`src/hdl/icc_pkg.sv`:
```
// Shared types and constants for the interval containment counter.
// No dependencies.
`default_nettype none
package icc_pkg;

    localparam int POS_W     = 6;
    localparam int OUT_W     = 18;
    localparam int S_TDATA_W = 16;
    localparam int M_TDATA_W = 24;

    localparam logic ACT_ADD   = 1'b0;
    localparam logic ACT_QUERY = 1'b1;

    typedef enum logic [2:0] {
        ST_CLEAR,
        ST_IDLE,
        ST_ADD_RD,
        ST_ADD_WR,
        ST_Q_RUN,
        ST_Q_DRAIN,
        ST_Q_DONE
    } icc_state_t;

    typedef struct packed {
        logic clr;
        logic add;
        logic load;
    } icc_acc_ctl_t;

endpackage
`default_nettype wire

```
`src/hdl/icc_accum.sv`:
```
// Saturating query accumulator and result output register.
// Depends on icc_pkg.
`default_nettype none
module icc_accum #(
    parameter int COUNT_BITS = 18
) (
    input  wire logic                          aclk,
    input  wire logic                          aresetn,
    input  wire icc_pkg::icc_acc_ctl_t         acc_ctl,
    input  wire logic [COUNT_BITS-1:0]         rdata,
    output logic                               m_tvalid,
    input  wire logic                          m_tready,
    output logic      [icc_pkg::M_TDATA_W-1:0] m_tdata,
    output logic                               out_free
);

    localparam int OW = icc_pkg::OUT_W;
    localparam int SW = ((COUNT_BITS > OW) ? COUNT_BITS : OW) + 1;
    localparam logic [OW-1:0] LIMIT =
        (COUNT_BITS < OW) ? OW'((64'd1 << COUNT_BITS) - 64'd1) : '1;

    logic [OW-1:0] acc_reg, acc_next;
    logic          m_valid_reg, m_valid_next;
    logic [OW-1:0] m_data_reg, m_data_next;
    logic [SW-1:0] sum;

    assign sum = SW'(acc_reg) + SW'(rdata);

    always_ff @(posedge aclk) begin
        if (!aresetn) begin
            m_valid_reg <= 1'b0;
        end else begin
            m_valid_reg <= m_valid_next;
        end
        acc_reg    <= acc_next;
        m_data_reg <= m_data_next;
    end

    always_comb begin
        acc_next     = acc_reg;
        m_valid_next = m_valid_reg;
        m_data_next  = m_data_reg;
        if (acc_ctl.clr) begin
            acc_next = '0;
        end else if (acc_ctl.add) begin
            acc_next = (sum > SW'(LIMIT)) ? LIMIT : sum[OW-1:0];
        end
        if (acc_ctl.load) begin
            m_valid_next = 1'b1;
            m_data_next  = acc_reg;
        end else if (m_tready) begin
            m_valid_next = 1'b0;
        end
    end

    assign out_free = !m_valid_reg || m_tready;
    assign m_tvalid = m_valid_reg;
    assign m_tdata  = {{(icc_pkg::M_TDATA_W - OW){1'b0}}, m_data_reg};

endmodule
`default_nettype wire

```
`config.mk`:
```
export PLATFORM = sky130hd
export DESIGN_NAME = icc_accum
export DESIGN_NICKNAME = d
export VERILOG_FILES = /design/src/hdl/icc_pkg.sv /design/src/hdl/icc_accum.sv
export SDC_FILE = /design/constraint.sdc
export NUM_CORES = 1
export LEC_CHECK = 0
export ABC_AREA = 1
export BUFFER_PORTS_ARGS = -buffer_cell sky130_fd_sc_hd__buf_2
export CORE_UTILIZATION = 45
export CTS_CLUSTER_DIAMETER = 200
export DETAILED_ROUTE_END_ITERATION = 7
export PLACE_DENSITY = 0.73
export SETUP_SLACK_MARGIN = 0.5
export SLEW_MARGIN = 20
export SYNTH_ARGS = -nofsm -noshare
export SYNTH_HDL_FRONTEND = slang
export SYNTH_SLANG_ARGS = --single-unit
```
`constraint.sdc`:
```
create_clock -name aclk -period 1.85 [get_ports aclk]
set_input_delay 0.2775 -clock aclk [delete_from_list [all_inputs] [get_ports aclk]]
set_output_delay 0.2775 -clock aclk [all_outputs]
set_load 0.05 [all_outputs]
```
==> results.yml <==
worst_setup_path:
  end_kind: "flop"
  critPathLaunch: "acc_reg[0]$_SDFFE_PP0P_"
  critPathMaxFanout: 3
  r2r_slack_ns: 0.08
  r2r-start: "acc_reg[0]$_SDFFE_PP0P_"
  worstSetupPathType: "reg2reg"
  reg2reg_to: "acc_reg[12]$_SDFFE_PP0P_"
  reg2regPathDepth: 13
  required_ns: 2.04
  arrival_ns: 1.96
  critPathLaunchType: "flop"
yosys:
  synth_async_sr_flop_share_pct: 0
  synth_edf_count: 18
  synth.largest_area_cell: "edfxtp_1"
  synth.area.top_cells: "edfxtp_1, dfxtp_1, nand2_1"
  yosys_warnings: 0
  synth.avg_cell_area_um2: 7.38
  synth_top_area_share_pct: 22.5
  synth_cell_types: 28
  ys_seq_area_share_pct: 38.4
  netlist_area_mm2: 0.00240
  ys.flop_type: "dfxtp_1"
  synth_cells: 325
  synth-seq-cells: 37
layout:
  fin_util_pct: 67.6
  finalNonFillerCells: 463
  nNetsFinal: 435
  drive_above_1_share_pct: 44.5
  area_growth_pct: 44.0
  diodes: 0
grt:
  grt_pass1_wl_um: 9550
  overflow: 0
  grt_max_degree: 20
  grt_pass1_vias: 2142
  track_usage_pct: 22.8
  antenna_found_initial: 0
hold_path:
  hold_path_depth: 2
  whs_endpoint: "m_tvalid$_SDFFE_PN0P_"
  min_path_type: "in2reg"
  min-delay-start: "aresetn"
detailed_routing:
  wl_um: 6270
  drt_first_pass_iters: 4
  postRouteAntennaNets: 0
  vias: 2328
  wl_per_cell_um: 13.5
  remaining_drc_errors: 0
  routed_via_density: 5.03
  dr.first_iter.drc_count: 125
clocking:
  cts-root-buf: "clkbuf_8"
  cts.clk_slew.worst_paths_ns: 0.08
  cts_hold_buf: 0
  worstSkewPairLatency_ns: 0.29
  cts_made_buffers: 5
  clock_sinks: 37
  clockBufferDepth: 2
  cts_tree: "built"
  cts_htree_levels: 2
power_and_ir_drop:
  p_total_mw: 3.13
  ir_drop_mv: 0.474
  powerDensity_mw_per_mm2: 905
  leakagePower_nw: 1.65
place:
  pre_cts_ws_ns: -0.0913
  routabilityCongestion: 0.915
  dp_hpwl_um: 4210
  io_buffer_count: 43
  dpl.cell_count: 436
sta:
  fin_ws_ns: 0.0843
  final.setup_skew_ns: 0.00576
  rsz0062_at_grt: "true"
  setup_violations: 0
  fin_crit_ns: 1.77
  hold_viol_final: 0
  slew_violations: 0
  fmax_mhz: 566
  finalCritPeriodShare_pct: 95.4
die:
  die_area_mm2: 0.00562
  io-pin-count: 50
  coreArea_mm2: 0.00511
  die_y_um: 75.0
  core.rowCount: 26
  die_w_um: 75.0
  initial_core_util_pct: 46.9
job:
  maxCapViolations: 0
outcome:
  outcome: "finished clean"
[cell usage after synthesis (4+ instances only)]
master    number
a21oi_1       13
buf_4          6
clkbuf_1       4
dfxtp_1       19
edfxtp_1      18
ha_1          18
inv_1         41
nand2_1       78
nand2_2        4
nand3_1       20
nor2_1        51
nor3_1         5
o21ai_0       20
xor2_1         6
[cells by family (layout without fill, tap and decap cells)]
kind of cell,count (synthesis),after routing,synth area share (%)
other,1,6,0.156
adder cells (fa/ha/maj),19,19,10.2
AO/OA/AOI/OAI,41,41,9.92
flip-flops,37,37,38.4
buffers and inverters,55,118,9.92
AND/OR/NAND/NOR,163,163,28.1
XOR/XNOR,9,9,3.29
[through the flow]
| stage | instance area [µm²] | hold slack [ns] | setup TNS, ns |
|---|---|---|---|
| after CTS | 3240 | 0.242 | 0 |
| after global placement | 2920 | 0.440 | -0.0760 |
| after detailed placement | 2920 | 0.446 | -0.219 |
| after floorplan | 2650 | 0.390 | 0 |
| after global routing | 3450 | 0.235 | -0.00294 |
| final | 3450 | 0.240 | 0 |
[power breakdown]
group | total [mW] | switching, mW | internal, mW
Sequential | 1.03 | 0.0595 | 0.969
Combinational | 1.35 | 0.820 | 0.534
Clock | 0.742 | 0.304 | 0.438
[how the worst max path moves through the flow]
stage,end,slack [ns],depth (start not counted)
floorplan,acc_reg[12]$_SDFFE_PP0P_,0.22,13
global placement,acc_reg[0]$_SDFFE_PP0P_,-0.06,11
detailed placement,acc_reg[0]$_SDFFE_PP0P_,-0.09,11
CTS,acc_reg[14]$_SDFFE_PP0P_,0.12,10
global route,acc_reg[12]$_SDFFE_PP0P_,-0.003,13
finish,acc_reg[12]$_SDFFE_PP0P_,0.08,13
[area by class of cell]
cell class,count,area [µm²]
clock buffers,6,82.6
clock inverters,2,37.5
fillers,412,1660
inverters,43,161
multi-input cells,238,1740
flip-flops and latches,37,940
well taps,70,87.6
repair buffers,67,407
[worst max-delay path, stage by stage (launching register included)]
cell	delay [ns]
dfxtp_2	0.35
ha_4	0.15
inv_2	0.04
fa_2	0.38
inv_2	0.10
nand3_2	0.07
nand3_2	0.08
nand2_2	0.07
nand2_4	0.10
nand2_4	0.05
nand3_2	0.07
nand3_2	0.09
nor2_2	0.09
nor2_1	0.04
[layout by cell type (no fill, tap or decap), types with 2 or more instances in the layout]
cell,n
dfxtp_1,6
nor3_4,2
nand4_1,3
inv_1,39
nand2_4,5
a21oi_1,4
buf_2,43
nand3_1,9
a21oi_4,6
nand3_4,2
conb_1,6
nor3_1,4
edfxtp_1,18
inv_2,4
xnor2_1,2
dfxtp_2,12
clkbuf_8,6
ha_1,2
a21oi_2,6
nor2_1,42
nor2_2,8
nand2_1,57
buf_4,21
a31oi_1,3
nand2_2,20
buf_6,3
o21ai_2,4
xor2_1,6
ha_4,15
nand3_2,10
o21ai_0,15
[routing by layer]
metal | share of wire, % | vias up | global-route usage [%]
met4 | 1.8 | 0 | 6.08
met3 | 6.4 | 14 | 4.28
met5 | 0 | - | 0
li1 | - | 1173 | -
met2 | 49 | 86 | 39.4
met1 | 43 | 1055 | 29.2
[what timing repair did]
item / in CTS / in global routing
cloned: 0 / 0
resized for setup: 37 / 35
buffers inserted: 9 / 10
pin swaps: 12 / 20
endpoints found under the setup margin: 18 / 18
(Power assumes the default switching activity.)
