File: config.mk
export PLATFORM = sky130hd
export DESIGN_NAME = icc_ctrl
export DESIGN_NICKNAME = d
export VERILOG_FILES = /design/src/hdl/icc_pkg.sv /design/src/hdl/icc_ctrl.sv
export SDC_FILE = /design/constraint.sdc
export NUM_CORES = 1
export LEC_CHECK = 0
export ABC_AREA = 1
export BUFFER_PORTS_ARGS = -buffer_cell sky130_fd_sc_hd__buf_4
export CORE_ASPECT_RATIO = 0.8
export CORE_MARGIN = 2
export CORE_UTILIZATION = 30
export DETAILED_ROUTE_END_ITERATION = 8
export PLACE_DENSITY_LB_ADDON = 0.1
export SLEW_MARGIN = 20
export SYNTH_ARGS = -nofsm -noshare
export SYNTH_HDL_FRONTEND = slang
export SYNTH_SLANG_ARGS = --single-unit
File: constraint.sdc
create_clock -name aclk -period 3.13 [get_ports aclk]
set_clock_uncertainty 0.2 [all_clocks]
set_input_delay 0.313 -clock aclk [delete_from_list [all_inputs] [get_ports aclk]]
set_output_delay 0.313 -clock aclk [all_outputs]
set_load 0.03 [all_outputs]
File: src/hdl/icc_pkg.sv
// Shared types and constants for the interval containment counter.
// No dependencies.
`default_nettype none
package icc_pkg;

    localparam int POS_W     = 6;
    localparam int OUT_W     = 18;
    localparam int S_TDATA_W = 16;
    localparam int M_TDATA_W = 24;

    localparam logic ACT_ADD   = 1'b0;
    localparam logic ACT_QUERY = 1'b1;

    typedef enum logic [2:0] {
        ST_CLEAR,
        ST_IDLE,
        ST_ADD_RD,
        ST_ADD_WR,
        ST_Q_RUN,
        ST_Q_DRAIN,
        ST_Q_DONE
    } icc_state_t;

    typedef struct packed {
        logic clr;
        logic add;
        logic load;
    } icc_acc_ctl_t;

endpackage
`default_nettype wire

File: src/hdl/icc_ctrl.sv
// Sequencer: clearing pass, add read-modify-write, query address sweep.
// Depends on icc_pkg.
`default_nettype none
module icc_ctrl #(
    parameter int NUM_POSITIONS = 64,
    parameter int COUNT_BITS    = 18,
    parameter int AW            = 12
) (
    input  wire logic                         aclk,
    input  wire logic                         aresetn,
    input  wire logic                         s_tvalid,
    output logic                              s_tready,
    input  wire logic                         s_tuser,
    input  wire logic [icc_pkg::S_TDATA_W-1:0] s_tdata,
    output logic                              mem_we,
    output logic      [AW-1:0]                mem_waddr,
    output logic      [COUNT_BITS-1:0]        mem_wdata,
    output logic      [AW-1:0]                mem_raddr,
    input  wire logic [COUNT_BITS-1:0]        mem_rdata,
    output icc_pkg::icc_acc_ctl_t             acc_ctl,
    input  wire logic                         out_free
);

    localparam int PW = AW / 2;
    localparam int CW = (PW > icc_pkg::POS_W) ? PW : icc_pkg::POS_W;
    localparam logic [CW-1:0]         LAST_POS  = CW'(NUM_POSITIONS - 1);
    localparam logic [COUNT_BITS-1:0] ENTRY_MAX = '1;

    icc_pkg::icc_state_t state_reg, state_next;
    logic [CW-1:0] s_reg, s_next;
    logic [CW-1:0] e_reg, e_next;
    logic [CW-1:0] top_reg, top_next;
    logic [AW-1:0] clr_reg, clr_next;
    logic          pend_reg, pend_next;

    logic [CW-1:0] lo, hi, hi_clip;
    logic [AW-1:0] addr_cur;

    assign lo       = CW'(s_tdata[icc_pkg::POS_W-1:0]);
    assign hi       = CW'(s_tdata[2*icc_pkg::POS_W-1:icc_pkg::POS_W]);
    assign hi_clip  = (hi > LAST_POS) ? LAST_POS : hi;
    assign addr_cur = {s_reg[PW-1:0], e_reg[PW-1:0]};

    always_ff @(posedge aclk) begin
        if (!aresetn) begin
            state_reg <= icc_pkg::ST_CLEAR;
            clr_reg   <= '0;
            pend_reg  <= 1'b0;
        end else begin
            state_reg <= state_next;
            clr_reg   <= clr_next;
            pend_reg  <= pend_next;
        end
        s_reg   <= s_next;
        e_reg   <= e_next;
        top_reg <= top_next;
    end

    always_comb begin
        state_next  = state_reg;
        s_next      = s_reg;
        e_next      = e_reg;
        top_next    = top_reg;
        clr_next    = clr_reg;
        pend_next   = 1'b0;
        s_tready    = 1'b0;
        mem_we      = 1'b0;
        mem_waddr   = addr_cur;
        mem_wdata   = '0;
        mem_raddr   = addr_cur;
        acc_ctl     = '0;
        acc_ctl.add = pend_reg;
        case (state_reg)
            icc_pkg::ST_CLEAR: begin
                mem_we    = 1'b1;
                mem_waddr = clr_reg;
                clr_next  = clr_reg + 1'b1;
                if (clr_reg == '1) begin
                    state_next = icc_pkg::ST_IDLE;
                end
            end
            icc_pkg::ST_IDLE: begin
                s_tready = 1'b1;
                if (s_tvalid) begin
                    s_next   = lo;
                    top_next = hi_clip;
                    if (s_tuser == icc_pkg::ACT_ADD) begin
                        e_next = hi;
                        if (lo <= hi && hi <= LAST_POS) begin
                            state_next = icc_pkg::ST_ADD_RD;
                        end
                    end else begin
                        e_next      = lo;
                        acc_ctl.clr = 1'b1;
                        if (lo <= hi_clip) begin
                            state_next = icc_pkg::ST_Q_RUN;
                        end else begin
                            state_next = icc_pkg::ST_Q_DONE;
                        end
                    end
                end
            end
            icc_pkg::ST_ADD_RD: begin
                state_next = icc_pkg::ST_ADD_WR;
            end
            icc_pkg::ST_ADD_WR: begin
                mem_we     = 1'b1;
                mem_wdata  = (mem_rdata == ENTRY_MAX) ? mem_rdata : mem_rdata + 1'b1;
                state_next = icc_pkg::ST_IDLE;
            end
            icc_pkg::ST_Q_RUN: begin
                pend_next = 1'b1;
                if (e_reg == top_reg) begin
                    if (s_reg == top_reg) begin
                        state_next = icc_pkg::ST_Q_DRAIN;
                    end else begin
                        s_next = s_reg + 1'b1;
                        e_next = s_reg + 1'b1;
                    end
                end else begin
                    e_next = e_reg + 1'b1;
                end
            end
            icc_pkg::ST_Q_DRAIN: begin
                state_next = icc_pkg::ST_Q_DONE;
            end
            icc_pkg::ST_Q_DONE: begin
                if (out_free) begin
                    acc_ctl.load = 1'b1;
                    state_next   = icc_pkg::ST_IDLE;
                end
            end
            default: begin
                state_next = icc_pkg::ST_IDLE;
            end
        endcase
    end

endmodule
`default_nettype wire

==> results.toml <==
[worst_hold_path]
hold_class = "in2reg"
min_from = "s_tdata[9]"
min_path_cells = 1

[worst_setup_path]
end_kind = "output pin"
startpoint = "state_reg[2]"
crit_path_start_kind = "flop"
path_buf_inv = 3
crit_fanout = 31
criticalPathCategory = "reg2out"
arrival_ps = 1970
required_ps = 2620
slowest_stage = "dfxtp_1"
path_cells = "inv_2, nand2_2, inv_2, o21ai_0, buf_4"
critPathTopFamily = "flip-flops"
slowest_delay_ps = 500
path_depth = 5
r2r-start = "state_reg[2]"
reg2regPathDepth = 6
cp_common_cell = "inv_2"

[sta]
fin_tns_setup_ps = 0
maxSlewHeadroom_pct = 62.6
finalMaxSlewViolations = 0
fmaxAchievable_mhz = 403
min_period_over_period_pct = 79.3
setup_ws_ps = 649
rsz0062_at_grt = "no"
holdWs_ps = 16.5
hold_violations = 0
tightestPinTransition_ps = 559
period_minus_slack_ps = 2480
setup_viol = 0

[clock_network]
cts_tree = "built"
clk_pin_slew_ps = 60
cts.path.max_buffers = 2
post_cts_resized = 0
clock_sinks = 34
h-tree-depth = 2
cts_setup_buffers = 0
cts_hold_buf = 0
clock_latency_ps = 280
numCtsBuffers = 5
cts-root-buf = "clkbuf_16"

[placement]
dp_cells = 642
gp_congestion = 0.788
port_buffers = 81
preCtsSetupSlack_ps = 771
dp_hpwl_um = 7170

[synth]
yosys.area.top_type_share_pct = 18.4
postSynth.asyncResetShare_pct = 0
synth_warnings = 0
synthCells = 455
yosys-top-cells-count = "nand2_1, inv_1, nor2_1"
synth_ff_type = "edfxtp_1"
synth_cell_types = 42
yosysMostFrequentCell = "nand2_1"
synthesis.area_um2 = 2940
yosysTopAreaCell = "edfxtp_1"
ys_seq_area_share_pct = 29.3
synth_area_leaders = "edfxtp_1, nand2_1, dfxtp_1"
synth_nets = 504
synth_seq_cells = 34
synth_edf_count = 18
avgSynthCellArea_um2 = 6.46

[finish]
final_cells = 650
finish.utilization_pct = 39.5
register_area_um2 = 861
fillers = 1025
syn_to_final_growth_pct = 28.7
largest_reg_flops = 12
nNetsFinal = 579
antenna_cells = 0
layout-drive-gt1-share_pct = 22.0
multiInputGateArea_um2 = 1730

[floorplan]
die_x_um = 115
boundaryPins = 86
num_rows = 32
core-area_um2 = 9570
dieHeight_um = 92.5
start_util_pct = 30.7
dieArea_um2 = 10600

[global_routing]
grt_pass1_wl_um = 13700
grt_overflow = 0
grt_max_degree = 32
antenna_found_initial = 0
track_usage_pct = 16.5
grt_pass1_vias = 2720

[power_and_ir_drop]
p_leak_nw = 1.86
ir_drop_v = 0.000311
power_density_nw_per_um2 = 783

[run_status]
status = "completed"

[route]
drt-met1-wl_um = 4780
wl_met3_um = 482
wl_um = 8790
first_pass_iters = 5
wl_per_cell_um = 13.5
drtAntennaViolNets = 0
wl_met2_um = 3500
first_iter_violations = 163
top_layer = "met4"
drcViolationCount = 0
viasPerCell = 4.73
num_vias = 3077

[flow_run]
max_cap_viol_count = 0
[routing by layer]
layer  vias to the layer above  GRT usage [%]
met2                        80           22.5
met4                         0           2.44
met3                         4           3.34
li1                       1610              -
met1                      1383           26.7
met5                         -              0
[logic make-up after synthesis]
family | synth area share [%]
compound gates | 12.3
xor+xnor | 5.07
fa+ha+maj | 4.26
simple gates | 37.4
buf+inv | 11.7
flops | 29.3
[cells in the final DEF, fill, tap and decap left out, types with 2 or more instances in the layout]
cell / Yosys / layout
nand3_1: 21 / 21
nor2_2: 5 / 5
nand3b_1: 2 / 2
nand3_2: 3 / 3
edfxtp_1: 18 / 18
clkbuf_16: 0 / 5
nor2_1: 44 / 44
o21ai_0: 38 / 38
dfxtp_1: 16 / 16
xnor2_1: 4 / 4
nand4_1: 8 / 8
inv_2: 3 / 3
clkinv_2: 0 / 2
inv_1: 69 / 69
a21oi_1: 18 / 18
ha_1: 10 / 10
a31oi_1: 4 / 4
xor2_1: 13 / 13
nand2_2: 4 / 4
buf_4: 1 / 82
nor3_2: 2 / 2
nor3_4: 2 / 2
nor3_1: 9 / 9
nand2_1: 130 / 130
[metrics by stage]
stage	area, µm²	total power, mW
2_1_floorplan	2940	1.91
3_3_place_gp	3640	2.48
3_5_place_dp	3640	2.48
4_1_cts	3780	2.97
5_1_grt	3780	3.17
6_report	3780	2.96
[path summary, 6_finish.rpt]
| kind | slack (ps) | to |
|---|---|---|
| max | 650 | mem_waddr[9] |
| min | 20 | top_reg[3] |
| max reg2reg | 960 | s_reg[4] |
| min reg2reg | 270 | clr_reg[11] |
[worst reg2reg max path, stage by stage, from the launching register on]
cell and delay (ps):
dfxtp_1 500, nand2_1 290, inv_1 420, a21oi_1 160
inv_1 70, nand2_1 40, inv_1 180
[where the power goes]
group | switching, mW | leakage (nW) | internal, mW
Clock | 0.186 | 0.0706 | 0.292
Combinational | 1.13 | 1.49 | 0.537
Sequential | 0.178 | 0.295 | 0.640
Total | 1.49 | 1.86 | 1.47
[final cells by class]
type | count | area share, %
inverter | 74 | 7.48
sequential | 34 | 22.8
clock inverter | 2 | 0.265
multi-input combinational | 333 | 45.8
timing repair buffer | 82 | 16.3
tap | 119 | 3.94
clock buffer | 6 | 3.41
Note: power is estimated with default switching activity, not from simulation.
